===== config.mk =====
export PLATFORM = sky130hd
export DESIGN_NAME = local_stat_contrast_filter
export DESIGN_NICKNAME = d
export VERILOG_FILES = /design/src/rtl/lscf_pkg.sv /design/src/rtl/local_stat_contrast_filter.sv /design/src/rtl/lscf_ctrl.sv /design/src/rtl/lscf_datapath.sv
export SDC_FILE = /design/constraint.sdc
export NUM_CORES = 2
export LEC_CHECK = 0
export ABC_AREA = 1
export BUFFER_PORTS_ARGS = -buffer_cell sky130_fd_sc_hd__buf_2
export CAP_MARGIN = 5
export CELL_PAD_IN_SITES_DETAIL_PLACEMENT = 1
export CELL_PAD_IN_SITES_GLOBAL_PLACEMENT = 1
export CORE_AREA = 5 5 451 453
export CTS_CLUSTER_DIAMETER = 120
export DETAILED_ROUTE_END_ITERATION = 8
export DIE_AREA = 0 0 456 458
export MAX_ROUTING_LAYER = met4
export PLACE_DENSITY_LB_ADDON = 0.15
export SLEW_MARGIN = 15
export SYNTH_ARGS = -nofsm -noshare
export SYNTH_HDL_FRONTEND = slang
export SYNTH_SLANG_ARGS = --single-unit
export TNS_END_PERCENT = 10

===== constraint.sdc =====
create_clock -name clk_i -period 20.1 [get_ports clk_i]
set_clock_uncertainty 0.1 [all_clocks]
set_input_delay 4.02 -clock clk_i [delete_from_list [all_inputs] [get_ports clk_i]]
set_output_delay 4.02 -clock clk_i [all_outputs]
set_load 0.01 [all_outputs]

===== src/rtl/lscf_pkg.sv =====
package lscf_pkg;

  // Sample width and the width of the column field of a result.
  localparam int DATA_W = 16;
  localparam int COL_W  = 12;

  // Operations that the controller asks of the datapath.
  typedef enum logic [3:0] {
    OP_NONE,
    OP_SHIFT,
    OP_ACC,
    OP_SQUARE,
    OP_RADICAND,
    OP_ROOT_STEP,
    OP_RW,
    OP_PREP,
    OP_CENTER,
    OP_NUM,
    OP_MAG,
    OP_DIV_INIT,
    OP_DIV_STEP,
    OP_EMIT
  } op_e;

  typedef enum logic [3:0] {
    ST_IDLE,
    ST_SUM,
    ST_SQUARE,
    ST_RADICAND,
    ST_ROOT,
    ST_RW,
    ST_PREP,
    ST_CENTER,
    ST_NUM,
    ST_MAG,
    ST_DIV_INIT,
    ST_DIV,
    ST_EMIT,
    ST_ERR
  } state_e;

  // Side information that goes with a result.
  typedef struct packed {
    logic [COL_W-1:0] column;
    logic             run_last;
    logic             line_last;
    logic             size_error;
  } meta_t;

  typedef struct packed {
    op_e   op;
    meta_t meta;
  } cmd_t;

  typedef struct packed {
    logic step_last;
    logic out_free;
  } status_t;

endpackage


===== src/rtl/local_stat_contrast_filter.sv =====
// Local contrast normalization of scan lines, one signed 16-bit sample per transfer.
// Input channel: in_valid_i / in_stall_o with sample_i and line_end_i; line_end_i marks
// the last sample of a line. Output channel: out_valid_o / out_stall_i with value_o,
// column_o, run_last_o, line_last_o and size_error_o. A transfer happens on a rising
// edge where valid is high and stall is low.
// Each sample shifts a window of 2*HALF_WIDTH+1 samples. Once the window is full, the
// block sums it, forms its square sum and takes an integer square root, then produces
// one to 2*HALF_WIDTH+1 results, one at a time through a shared 17-step divider.
// The input stays stalled while an item is summed, rooted and divided, until its last
// result has been loaded into the output register. The root loop takes ROOT_W steps,
// with ROOT_W = 20 for the default window, and the divider 17 steps per result. After
// the last divider step the controller waits in its emit state until the output
// register is free. Samples before the window fills are taken without a stall; a short
// line ends with one flagged result, loaded into the output register once it is free.
// The output register keeps a finished result while the next sample is taken in; if
// the receiver stalls, the block holds the next result until that register is free.
// Reset clears the control state, the line position and the output valid.
module local_stat_contrast_filter import lscf_pkg::*; #(
  parameter int HALF_WIDTH = 4,
  parameter int MAX_LINE   = 4096
) (
  input  logic                     clk_i,
  input  logic                     rst_ni,
  input  logic                     in_valid_i,
  output logic                     in_stall_o,
  input  logic signed [DATA_W-1:0] sample_i,
  input  logic                     line_end_i,
  output logic                     out_valid_o,
  input  logic                     out_stall_i,
  output logic signed [DATA_W-1:0] value_o,
  output logic [COL_W-1:0]         column_o,
  output logic                     run_last_o,
  output logic                     line_last_o,
  output logic                     size_error_o
);

  localparam int IDX_W = $clog2(2 * HALF_WIDTH + 1);

  cmd_t             cmd;
  status_t          status;
  logic [IDX_W-1:0] idx;

  // The controller sequences the window sum, the root and one division per result.
  lscf_ctrl #(
    .HALF_WIDTH (HALF_WIDTH),
    .MAX_LINE   (MAX_LINE)
  ) u_ctrl (
    .clk_i      (clk_i),
    .rst_ni     (rst_ni),
    .in_valid_i (in_valid_i),
    .line_end_i (line_end_i),
    .in_stall_o (in_stall_o),
    .status_i   (status),
    .cmd_o      (cmd),
    .idx_o      (idx)
  );

  // The datapath holds the window, the arithmetic units and the output register.
  lscf_datapath #(
    .HALF_WIDTH (HALF_WIDTH)
  ) u_datapath (
    .clk_i        (clk_i),
    .rst_ni       (rst_ni),
    .sample_i     (sample_i),
    .idx_i        (idx),
    .cmd_i        (cmd),
    .status_o     (status),
    .out_stall_i  (out_stall_i),
    .out_valid_o  (out_valid_o),
    .value_o      (value_o),
    .column_o     (column_o),
    .run_last_o   (run_last_o),
    .line_last_o  (line_last_o),
    .size_error_o (size_error_o)
  );

endmodule


===== src/rtl/lscf_ctrl.sv =====
module lscf_ctrl import lscf_pkg::*; #(
  parameter int HALF_WIDTH = 4,
  parameter int MAX_LINE   = 4096
) (
  input  logic                          clk_i,
  input  logic                          rst_ni,
  input  logic                          in_valid_i,
  input  logic                          line_end_i,
  output logic                          in_stall_o,
  input  status_t                       status_i,
  output cmd_t                          cmd_o,
  output logic [$clog2(2*HALF_WIDTH+1)-1:0] idx_o
);

  localparam int WIN   = 2 * HALF_WIDTH + 1;
  localparam int IDX_W = $clog2(WIN);
  localparam int CNT_W = $clog2(MAX_LINE);

  localparam logic [IDX_W-1:0] IDX_LAST = IDX_W'(WIN - 1);
  localparam logic [IDX_W-1:0] IDX_MID  = IDX_W'(HALF_WIDTH);
  localparam logic [CNT_W-1:0] CNT_MAX  = CNT_W'(MAX_LINE - 1);

  state_e           state_q, state_d;
  logic [CNT_W-1:0] count_q, count_d;
  logic [CNT_W-1:0] n_q, n_d;
  logic             end_q, end_d;
  logic [IDX_W-1:0] idx_q, idx_d;

  logic [IDX_W-1:0] idx_first;
  logic [IDX_W-1:0] idx_end;
  logic             fin;
  logic [CNT_W-1:0] col_full;

  // The first full window of a line also covers the columns left of its centre;
  // the last one of a line also covers the columns right of it.
  assign idx_first = (int'(n_q) == WIN - 1) ? '0 : IDX_MID;
  assign idx_end   = end_q ? IDX_LAST : IDX_MID;
  assign fin       = (idx_q == idx_end);
  assign col_full  = n_q - CNT_W'(WIN - 1) + CNT_W'(idx_q);

  assign idx_o = idx_q;

  always_ff @(posedge clk_i or negedge rst_ni) begin
    if (!rst_ni) begin
      state_q <= ST_IDLE;
      count_q <= '0;
      n_q     <= '0;
      end_q   <= 1'b0;
      idx_q   <= '0;
    end else begin
      state_q <= state_d;
      count_q <= count_d;
      n_q     <= n_d;
      end_q   <= end_d;
      idx_q   <= idx_d;
    end
  end

  always_comb begin
    state_d    = state_q;
    count_d    = count_q;
    n_d        = n_q;
    end_d      = end_q;
    idx_d      = idx_q;
    in_stall_o = 1'b1;
    cmd_o.op   = OP_NONE;
    cmd_o.meta = '0;

    unique case (state_q)
      ST_IDLE: begin
        in_stall_o = 1'b0;
        if (in_valid_i) begin
          cmd_o.op = OP_SHIFT;
          n_d      = count_q;
          end_d    = line_end_i;
          idx_d    = '0;
          if (line_end_i) begin
            count_d = '0;
          end else if (count_q != CNT_MAX) begin
            count_d = count_q + 1'b1;
          end
          if (int'(count_q) < WIN - 1) begin
            state_d = line_end_i ? ST_ERR : ST_IDLE;
          end else begin
            state_d = ST_SUM;
          end
        end
      end
      ST_SUM: begin
        cmd_o.op = OP_ACC;
        if (idx_q == IDX_LAST) begin
          state_d = ST_SQUARE;
        end else begin
          idx_d = idx_q + 1'b1;
        end
      end
      ST_SQUARE: begin
        cmd_o.op = OP_SQUARE;
        state_d  = ST_RADICAND;
      end
      ST_RADICAND: begin
        cmd_o.op = OP_RADICAND;
        state_d  = ST_ROOT;
      end
      ST_ROOT: begin
        cmd_o.op = OP_ROOT_STEP;
        if (status_i.step_last) begin
          state_d = ST_RW;
        end
      end
      ST_RW: begin
        cmd_o.op = OP_RW;
        state_d  = ST_PREP;
      end
      ST_PREP: begin
        cmd_o.op = OP_PREP;
        idx_d    = idx_first;
        state_d  = ST_CENTER;
      end
      ST_CENTER: begin
        cmd_o.op = OP_CENTER;
        state_d  = ST_NUM;
      end
      ST_NUM: begin
        cmd_o.op = OP_NUM;
        state_d  = ST_MAG;
      end
      ST_MAG: begin
        cmd_o.op = OP_MAG;
        state_d  = ST_DIV_INIT;
      end
      ST_DIV_INIT: begin
        cmd_o.op = OP_DIV_INIT;
        state_d  = ST_DIV;
      end
      ST_DIV: begin
        cmd_o.op = OP_DIV_STEP;
        if (status_i.step_last) begin
          state_d = ST_EMIT;
        end
      end
      ST_EMIT: begin
        if (status_i.out_free) begin
          cmd_o.op              = OP_EMIT;
          cmd_o.meta.column     = COL_W'(col_full);
          cmd_o.meta.run_last   = fin;
          cmd_o.meta.line_last  = fin & end_q;
          cmd_o.meta.size_error = 1'b0;
          if (fin) begin
            state_d = ST_IDLE;
          end else begin
            idx_d   = idx_q + 1'b1;
            state_d = ST_CENTER;
          end
        end
      end
      ST_ERR: begin
        if (status_i.out_free) begin
          cmd_o.op              = OP_EMIT;
          cmd_o.meta.column     = COL_W'(n_q);
          cmd_o.meta.run_last   = 1'b1;
          cmd_o.meta.line_last  = 1'b1;
          cmd_o.meta.size_error = 1'b1;
          state_d               = ST_IDLE;
        end
      end
      default: begin
        state_d = ST_IDLE;
      end
    endcase
  end

endmodule


===== src/rtl/lscf_datapath.sv =====
module lscf_datapath import lscf_pkg::*; #(
  parameter int HALF_WIDTH = 4
) (
  input  logic                              clk_i,
  input  logic                              rst_ni,
  input  logic signed [DATA_W-1:0]          sample_i,
  input  logic [$clog2(2*HALF_WIDTH+1)-1:0] idx_i,
  input  cmd_t                              cmd_i,
  output status_t                           status_o,
  input  logic                              out_stall_i,
  output logic                              out_valid_o,
  output logic signed [DATA_W-1:0]          value_o,
  output logic [COL_W-1:0]                  column_o,
  output logic                              run_last_o,
  output logic                              line_last_o,
  output logic                              size_error_o
);

  localparam int WIN     = 2 * HALF_WIDTH + 1;
  localparam int WIN_LOG = $clog2(WIN);
  localparam int S_W     = DATA_W + 1 + WIN_LOG;
  localparam int Q_W     = 2 * DATA_W + WIN_LOG;
  localparam int D_W     = 2 * DATA_W - 1 + 2 * WIN_LOG;
  localparam int RAD_W   = D_W + (D_W % 2);
  localparam int ROOT_W  = RAD_W / 2;
  localparam int RW_W    = ROOT_W + 1;
  localparam int DEN_W   = RW_W + $clog2(2 * WIN + 1);
  localparam int D2_W    = DEN_W + 1;
  localparam int P2_W    = S_W + RW_W + 1;
  localparam int T1_W    = S_W + 2;
  localparam int K50     = 50 * WIN;
  localparam int NUM_W   = S_W + RW_W + $clog2(K50 + 1);
  localparam int N2_W    = NUM_W + 2;
  localparam int QUO_W   = DATA_W + 1;
  localparam int DIV_W   = (N2_W > D2_W + QUO_W) ? N2_W : D2_W + QUO_W;
  localparam int STEP_MX = (ROOT_W > QUO_W) ? ROOT_W : QUO_W;
  localparam int STEP_W  = $clog2(STEP_MX);

  localparam logic [RAD_W-1:0] BIT_INIT = RAD_W'(1) << (RAD_W - 2);
  localparam logic [QUO_W-1:0] POS_MAX  = QUO_W'((1 << (DATA_W - 1)) - 1);
  localparam logic [QUO_W-1:0] NEG_MAX  = QUO_W'(1 << (DATA_W - 1));

  logic signed [DATA_W-1:0] window_q [WIN];
  logic signed [S_W-1:0]    s_q;
  logic [Q_W-1:0]           q_q;
  logic [RAD_W-1:0]         wq_q, ss_q;
  logic [RAD_W-1:0]         v_q, res_q, bit_q;
  logic [RW_W-1:0]          rw_q;
  logic signed [P2_W-1:0]   p2_q;
  logic [DEN_W-1:0]         den_q;
  logic [D2_W-1:0]          den2_q;
  logic signed [T1_W-1:0]   t1_q;
  logic signed [NUM_W-1:0]  num_q;
  logic                     neg_q;
  logic [N2_W-1:0]          n2_q;
  logic [DIV_W-1:0]         rem_q, dsh_q;
  logic [QUO_W-1:0]         quo_q;
  logic                     ovf_q;
  logic [STEP_W-1:0]        step_q;
  logic                     oval_q;

  logic signed [DATA_W-1:0]   zsel;
  logic signed [2*DATA_W-1:0] sq;
  logic signed [2*S_W-1:0]    ss_full;
  logic [RAD_W-1:0]           wq;
  logic [RAD_W:0]             trial;
  logic                       root_ge;
  logic [RW_W-1:0]            rw;
  logic signed [P2_W-1:0]     p2;
  logic [DEN_W-1:0]           den;
  logic signed [T1_W-1:0]     t1;
  logic signed [NUM_W-1:0]    num;
  logic [NUM_W-1:0]           mag;
  logic [N2_W-1:0]            n2;
  logic [DIV_W-1:0]           dsh_init, ovf_lim;
  logic                       div_ge;
  logic [QUO_W-1:0]           quo_neg;
  logic [DATA_W-1:0]          value_sat;

  assign zsel    = window_q[idx_i];
  assign sq      = zsel * zsel;
  assign ss_full = s_q * s_q;
  assign wq      = RAD_W'(q_q) * RAD_W'(WIN);

  // One step of the digit-by-digit square root, two radicand bits per step.
  assign trial   = {1'b0, res_q} + {1'b0, bit_q};
  assign root_ge = ({1'b0, v_q} >= trial);

  assign rw  = RW_W'(res_q) + RW_W'(2 * WIN);
  assign p2  = s_q * $signed({1'b0, rw_q});
  assign den = DEN_W'(rw_q) * DEN_W'(2 * WIN);
  assign t1  = T1_W'(zsel) * T1_W'(WIN) - T1_W'(s_q);
  assign num = NUM_W'(t1_q) * NUM_W'(K50) + NUM_W'(p2_q);
  assign mag = num_q[NUM_W-1] ? $unsigned(-num_q) : $unsigned(num_q);
  assign n2  = (N2_W'(mag) << 1) + N2_W'(den_q);

  assign dsh_init = DIV_W'(den2_q) << (QUO_W - 1);
  assign ovf_lim  = DIV_W'(den2_q) << QUO_W;
  assign div_ge   = (rem_q >= dsh_q);

  assign quo_neg = QUO_W'(0) - quo_q;

  always_comb begin
    if (neg_q) begin
      value_sat = (ovf_q || quo_q > NEG_MAX) ? DATA_W'(NEG_MAX) : quo_neg[DATA_W-1:0];
    end else begin
      value_sat = (ovf_q || quo_q > POS_MAX) ? DATA_W'(POS_MAX) : quo_q[DATA_W-1:0];
    end
  end

  assign status_o.step_last = (step_q == '0);
  assign status_o.out_free  = !oval_q || !out_stall_i;

  always_ff @(posedge clk_i or negedge rst_ni) begin
    if (!rst_ni) begin
      step_q <= '0;
      oval_q <= 1'b0;
    end else begin
      if (cmd_i.op == OP_RADICAND) begin
        step_q <= STEP_W'(ROOT_W - 1);
      end else if (cmd_i.op == OP_DIV_INIT) begin
        step_q <= STEP_W'(QUO_W - 1);
      end else if (cmd_i.op == OP_ROOT_STEP || cmd_i.op == OP_DIV_STEP) begin
        step_q <= step_q - 1'b1;
      end
      if (cmd_i.op == OP_EMIT) begin
        oval_q <= 1'b1;
      end else if (!out_stall_i) begin
        oval_q <= 1'b0;
      end
    end
  end

  always_ff @(posedge clk_i) begin
    unique case (cmd_i.op)
      OP_SHIFT: begin
        for (int i = 0; i < WIN - 1; i++) begin
          window_q[i] <= window_q[i+1];
        end
        window_q[WIN-1] <= sample_i;
        s_q <= '0;
        q_q <= '0;
      end
      OP_ACC: begin
        s_q <= s_q + S_W'(zsel);
        q_q <= q_q + Q_W'($unsigned(sq));
      end
      OP_SQUARE: begin
        wq_q <= wq;
        ss_q <= RAD_W'(ss_full);
      end
      OP_RADICAND: begin
        v_q   <= wq_q - ss_q;
        res_q <= '0;
        bit_q <= BIT_INIT;
      end
      OP_ROOT_STEP: begin
        if (root_ge) begin
          v_q   <= v_q - trial[RAD_W-1:0];
          res_q <= (res_q >> 1) + bit_q;
        end else begin
          res_q <= res_q >> 1;
        end
        bit_q <= bit_q >> 2;
      end
      OP_RW: begin
        rw_q <= rw;
      end
      OP_PREP: begin
        p2_q   <= p2;
        den_q  <= den;
        den2_q <= {den, 1'b0};
      end
      OP_CENTER: begin
        t1_q <= t1;
      end
      OP_NUM: begin
        num_q <= num;
      end
      OP_MAG: begin
        neg_q <= num_q[NUM_W-1];
        n2_q  <= n2;
      end
      OP_DIV_INIT: begin
        rem_q <= DIV_W'(n2_q);
        dsh_q <= dsh_init;
        quo_q <= '0;
        ovf_q <= (DIV_W'(n2_q) >= ovf_lim);
      end
      OP_DIV_STEP: begin
        if (div_ge) begin
          rem_q <= rem_q - dsh_q;
        end
        quo_q <= {quo_q[QUO_W-2:0], div_ge};
        dsh_q <= dsh_q >> 1;
      end
      OP_EMIT: begin
        value_o      <= cmd_i.meta.size_error ? '0 : $signed(value_sat);
        column_o     <= cmd_i.meta.column;
        run_last_o   <= cmd_i.meta.run_last;
        line_last_o  <= cmd_i.meta.line_last;
        size_error_o <= cmd_i.meta.size_error;
      end
      default: begin
      end
    endcase
  end

  assign out_valid_o = oval_q;

endmodule


; ---- Yosys cells after proc, flatten, opt, wreduce, memory -nomap -nowiden
; Memory sizes are Yosys's and may differ from the RTL's.
; Cells that the tools add are included.
[totals]
register_bits = 668
ramBits = 144
out_inout_bits = 33
word_cells = 171
mem_count = 1
[mem_list]
columns = memory, words, width, rd, rd_clocked_by_memory_dff, write_ports, line
row1 = u_datapath.window_q, 9, 16, 9, 0, 9, lscf_datapath.sv:43  ; logic signed [DATA_W-1:0] window_q [WIN];
[op_classes]
add_sub_neg = 18
mul = 7
n_lt_le_gt_ge = 6
eq_ne = 41
mux = 47
bitwise = 1
reduce_logical = 20
[op_table]
columns = cell, count
row1 = $pmux W40 S2, 3
row2 = $pmux W53 S2, 2
row3 = $pmux W4 S14, 2
row4 = $mux W40, 2
row5 = $sub A40 B40 Y40, 2
row6 = $pmux W36 S2, 1
row7 = $add A52 B26 Y53, 1
row8 = $ge A53 B44 Y1, 1
row9 = $ge A53 B53 Y1, 1
row10 = $mux W53, 1
row11 = $sub A53 B53 Y53, 1
row12 = $eq A4 B4 Y1 const B, 13
row13 = $mux W4, 13
row14 = $mux W51, 1
row15 = $neg A51 Y51, 1
row16 = $mux W16, 3
row17 = $add A33 B43 Y44, 1
row18 = $mul A21 B22 Y43, 1
row19 = $pmux W21 S2, 1
row20 = $add A40 B40 Y41, 1
row21 = $ge A40 B41 Y1, 1
row22 = $add A39 B40 Y40, 1
row23 = $mul A21 B21 Y40, 1
row24 = $mul A36 B4 Y40 const B, 1
row25 = other kinds (45), 84

; ---- Longest topological paths before layout
[logic_depth]
word_depth = 10
depth_mapped = 44
depth_no_buf = 42

; ---- Modules after synthesis
; From an unflattened synthesis, not the netlist that was laid out.
[hier_totals]
cells_unflattened = 12270
area_unflattened_um2 = 99429.1
[modules_own_cells]
columns = module, n_inst, cells_each, area_per_inst_um2, seq_area_each_um2
row1 = lscf_datapath, 1, 11843, 96655.2, 22161.3
row2 = lscf_ctrl, 1, 427, 2773.9, 825.8

; ---- Worst setup path before layout
; No wires, ideal clock.
[synth_path]
path_kind = input to register
from = in in_valid_i
to = reg u_ctrl.n_q[10]
setup_time_ns = 0.351
arrival_ns = 8.555
required_time_ns = 19.649
slack_ns = 11.094
path_stages = 4
n_path_buf = 1
cell_sequence = inv_1 -> nor2_8 -> clkbuf_1 -> o21ai_0
[synth_via]
elab_chain_cells = 1
[synth_lines]
columns = item, line
row1 = from (decl), local_stat_contrast_filter.sv:24  ; input logic in_valid_i,
row2 = $reduce_and A2 Y1 (no source line), -
row3 = to (signal assigned), lscf_ctrl.sv:53  ; n_q <= n_d;
row4 = to (decl), lscf_ctrl.sv:25  ; logic [CNT_W-1:0] n_q, n_d;
; Every way passes these cells.
; A chain may end at the register's enable or synchronous reset.

; ---- Worst setup path in the final report
[layout_path]
from = reg u_ctrl.idx_q[0], in the netlist u_ctrl.idx_o[0]
to = reg u_datapath.q_q[33], data pin
[layout_via]
elab_chain_cells = 4
[layout_lines]
columns = item, line
row1 = from (decl), lscf_ctrl.sv:27  ; logic [IDX_W-1:0] idx_q, idx_d;
row2 = from (signal assigned), lscf_ctrl.sv:55  ; idx_q <= idx_d;
row3 = $mem_v2 Z9 W16, -
row4 = $mul A16 B16 Y32, lscf_datapath.sv:81  ; assign sq = zsel * zsel;
row5 = $add A36 B32 Y36, lscf_datapath.sv:146  ; q_q <= q_q + Q_W'($unsigned(sq));
row6 = $pmux W36 S2, lscf_datapath.sv:135  ; unique case (cmd_i.op)
row7 = to (signal assigned), lscf_datapath.sv:146
row8 = to (decl), lscf_datapath.sv:45  ; logic [Q_W-1:0] q_q;
; Every way passes these cells.

==> results.json <==
{
  "outcome": "finished clean",
  "nNetsFinal": 14200,
  "synth_edf_count": 733,
  "cts_setup_buffers": 0,
  "maxSlewViolCount": 0,
  "hpwl_um": 278000,
  "cpMostUsedCell": "fa_1",
  "wl_per_cell_um": 22.8,
  "end_kind": "flop",
  "cts-root-buf": "clkbuf_16",
  "syn_area_sq_um": 98700,
  "clockBufferDepth": 3,
  "die-area_sq_um": 209000,
  "grtUsageTotal_pct": 33.1,
  "synth_seq_area_share_pct": 23.3,
  "start_kind": "flop",
  "synthArstFlopShare_pct": 5.05,
  "path_class": "flop to flop",
  "cp.required_ns": 20.50,
  "fillers": 24200,
  "ys_ff_latch": 772,
  "worst_slew_pin_slew_ns": 1.19,
  "pin_count": 54,
  "fmax_mhz": 95.8,
  "min-delay-path-class": "flop to flop",
  "grt_pass1_wl_um": 527000,
  "setup_viol_count_final": 0,
  "dp.cells": 14700,
  "routed_wl_um": 340000,
  "yosys.area_share.simple_pct": 18.1,
  "cts_resized": 0,
  "ant_nets": 0,
  "drive_gt1_share_pct": 3.68,
  "drtPass1Iterations": 5,
  "cp.arrival_ns": 10.84,
  "final-hold-violation-count": 0,
  "clock_sinks": 772,
  "synthToLayoutAreaGrowth_pct": 6.51,
  "fp-row-count": 164,
  "drcViolationCount": 0,
  "synthFlopType": "edfxtp_1",
  "critical_path.max_stage_delay_ns": 1.01,
  "htreeDepth": 3,
  "overflow": 0,
  "grt_max_degree": 89,
  "fin_crit_sh_pct": 51.9,
  "synth-xor-area-share_pct": 4.15,
  "synth_compound_gate_area_share_pct": 9.86,
  "cap_violations": 0,
  "grt_pass1_vias": 91400,
  "instances_no_fill": 14900,
  "numCtsBuffers": 92,
  "initial_utilization_pct": 49.7,
  "synth_top_family_by_area": "adder cells",
  "synth.area.mux_share_pct": 0,
  "rsz0062_at_grt": "no",
  "synth_cell_types": 72,
  "drt-initial-drc-count": 5348,
  "die_y_um": 458,
  "port_buffers": 53,
  "yosysWarningCount": 0,
  "grt_antenna_before_repair": 7,
  "syn_avg_cell_area_sq_um": 8.10,
  "period_needed_ns": 10.43,
  "synth_fa_ha_area_share_pct": 33.7,
  "die_w_um": 456,
  "path_clk_slew_ns": 0.06,
  "cp_max_fo": 57,
  "cts_tree": "built",
  "num_vias": 83700,
  "maxSlewHeadroom_pct": 20.5,
  "synth_cells": 12200,
  "postCtsHoldBufs": 0,
  "viasPerCell": 5.62,
  "tns_ns": 0,
  "slowest_stage": "clkinv_1",
  "clk_latency_ns": 0.75,
  "gp_congestion": 0.954,
  "core_area_sq_um": 199000
}
final cells by class:
type | instances | area, sq um | share of cell area, %
timing repair buffer | 140 | 918 | 0.873
inverter | 2554 | 9590 | 9.12
clock inverter | 58 | 826 | 0.785
antenna | 5 | 12.5 | 0.0119
tap | 2656 | 3320 | 3.16
multi-input combinational | 8591 | 65100 | 61.9
sequential | 772 | 23000 | 21.9
clock buffer | 110 | 2370 | 2.25
sequential cells by signal (all words and copies together) (netlist names), 17 cells and up:
signal / cells
u_datapath.bit_q: 20
u_datapath.den_q: 25
u_datapath.dsh_q: 43
u_datapath.n2_q: 52
u_datapath.num_q: 44
u_datapath.p2_q: 43
u_datapath.q_q: 36
u_datapath.quo_q: 17
u_datapath.rem_q: 53
u_datapath.res_q: 40
u_datapath.rw_q: 21
u_datapath.s_q: 21
u_datapath.ss_q: 39
u_datapath.t1_q: 22
u_datapath.v_q: 40
u_datapath.window_q: 144
u_datapath.wq_q: 40
cells by family (layout without fill, tap and decap cells):
family | Yosys count | after routing
compound gates | 1748 | 1748
simple gates | 4344 | 4344
other cells | 1 | 13
xor+xnor | 468 | 468
fa+ha+maj | 2023 | 2023
flops | 772 | 772
buf+inv | 2827 | 2862
cells in the mapped netlist, drive strengths merged (2+ instances only):
cell type	n	area (sq um)
a211oi	13	97.6
a21boi	18	135
a21o	78	586
a21oi	710	3590
a221oi	13	114
a22oi	2	15.0
a31o	7	61.3
a31oi	80	515
and2	5	31.3
and3	12	75.1
buf	60	344
clkbuf	213	800
clkinv	2	7.51
dfrtp	39	976
edfxtp	733	22000
fa	1064	21300
ha	959	12000
inv	2552	9580
nand2	2542	9600
nand3	430	2180
nand3b	17	140
nand4	102	638
nor2	1024	3960
nor3	95	485
nor3b	5	37.5
nor4	45	318
o2111a	2	22.5
o2111ai	5	43.8
o211ai	28	210
o21a	31	233
o21ai	635	3190
o21bai	55	413
o221ai	11	96.3
o22ai	44	275
o311ai	2	17.5
o31ai	8	60.1
or2	61	382
or3	3	23.8
or4	2	15.0
xnor2	169	1480
xor2	299	2620
cell usage in the layout (no fill, tap or decap), types with 55 or more instances in the layout:
cell type / count
nand4_1: 102
xor2_1: 298
o21bai_1: 55
o21ai_0: 608
nand2_1: 2518
nor3_1: 93
or2_2: 60
a21oi_1: 701
xnor2_1: 169
nor2_1: 994
a31oi_1: 79
fa_1: 1064
nand3_1: 425
clkbuf_16: 92
ha_1: 959
edfxtp_1: 733
a21o_1: 78
inv_1: 2530
buf_4: 87
layer usage:
metal	track usage [%]	wire length, um
met1	41.6	143000
met2	55.9	167000
met3	3.72	16500
met4	11.7	14100
met5	-	0
critical path, delay by kind of cell (launching register included):
kind	cells	cell delay, ns
buffers and inverters	7	1.82
AO/OA/AOI/OAI	9	1.91
AND/OR/NAND/NOR	10	1.78
adder cells (fa/ha/maj)	8	3.86
XOR/XNOR	1	0.25
flip-flops	1	0.37
metrics by stage:
stage | hold WS (ns) | util, % | instance area, sq um | setup WS (ns)
finish | 0.326 | 52.9 | 105000 | 9.67
global route | 0.353 | 52.9 | 105000 | 9.13
CTS | 0.328 | 52.9 | 105000 | 9.69
detailed placement | 0.314 | 51.3 | 102000 | 9.77
global placement | 0.304 | 51.3 | 102000 | 9.77
floorplan | 0.300 | - | 98800 | 11.09
final timing paths:
kind,cells past startpoint,endpoint,slack [ns],from
setup / recovery,35,u_datapath.q_q[33],9.67,u_ctrl.idx_o[0]
hold / removal,0,u_datapath.num_q[0],0.33,u_datapath.p2_q[0]
setup reg to reg,35,u_datapath.q_q[33],9.67,u_ctrl.idx_o[0]
hold reg to reg,0,u_datapath.num_q[0],0.33,u_datapath.p2_q[0]
max in group asynchronous,1,u_ctrl.idx_o[0],15.85,rst_ni
min in group asynchronous,1,u_ctrl.n_q[3],3.35,rst_ni
Power is left out: the tool's default activity adds up to more than one toggle a clock period on the data nets, which glitch-free logic cannot reach.
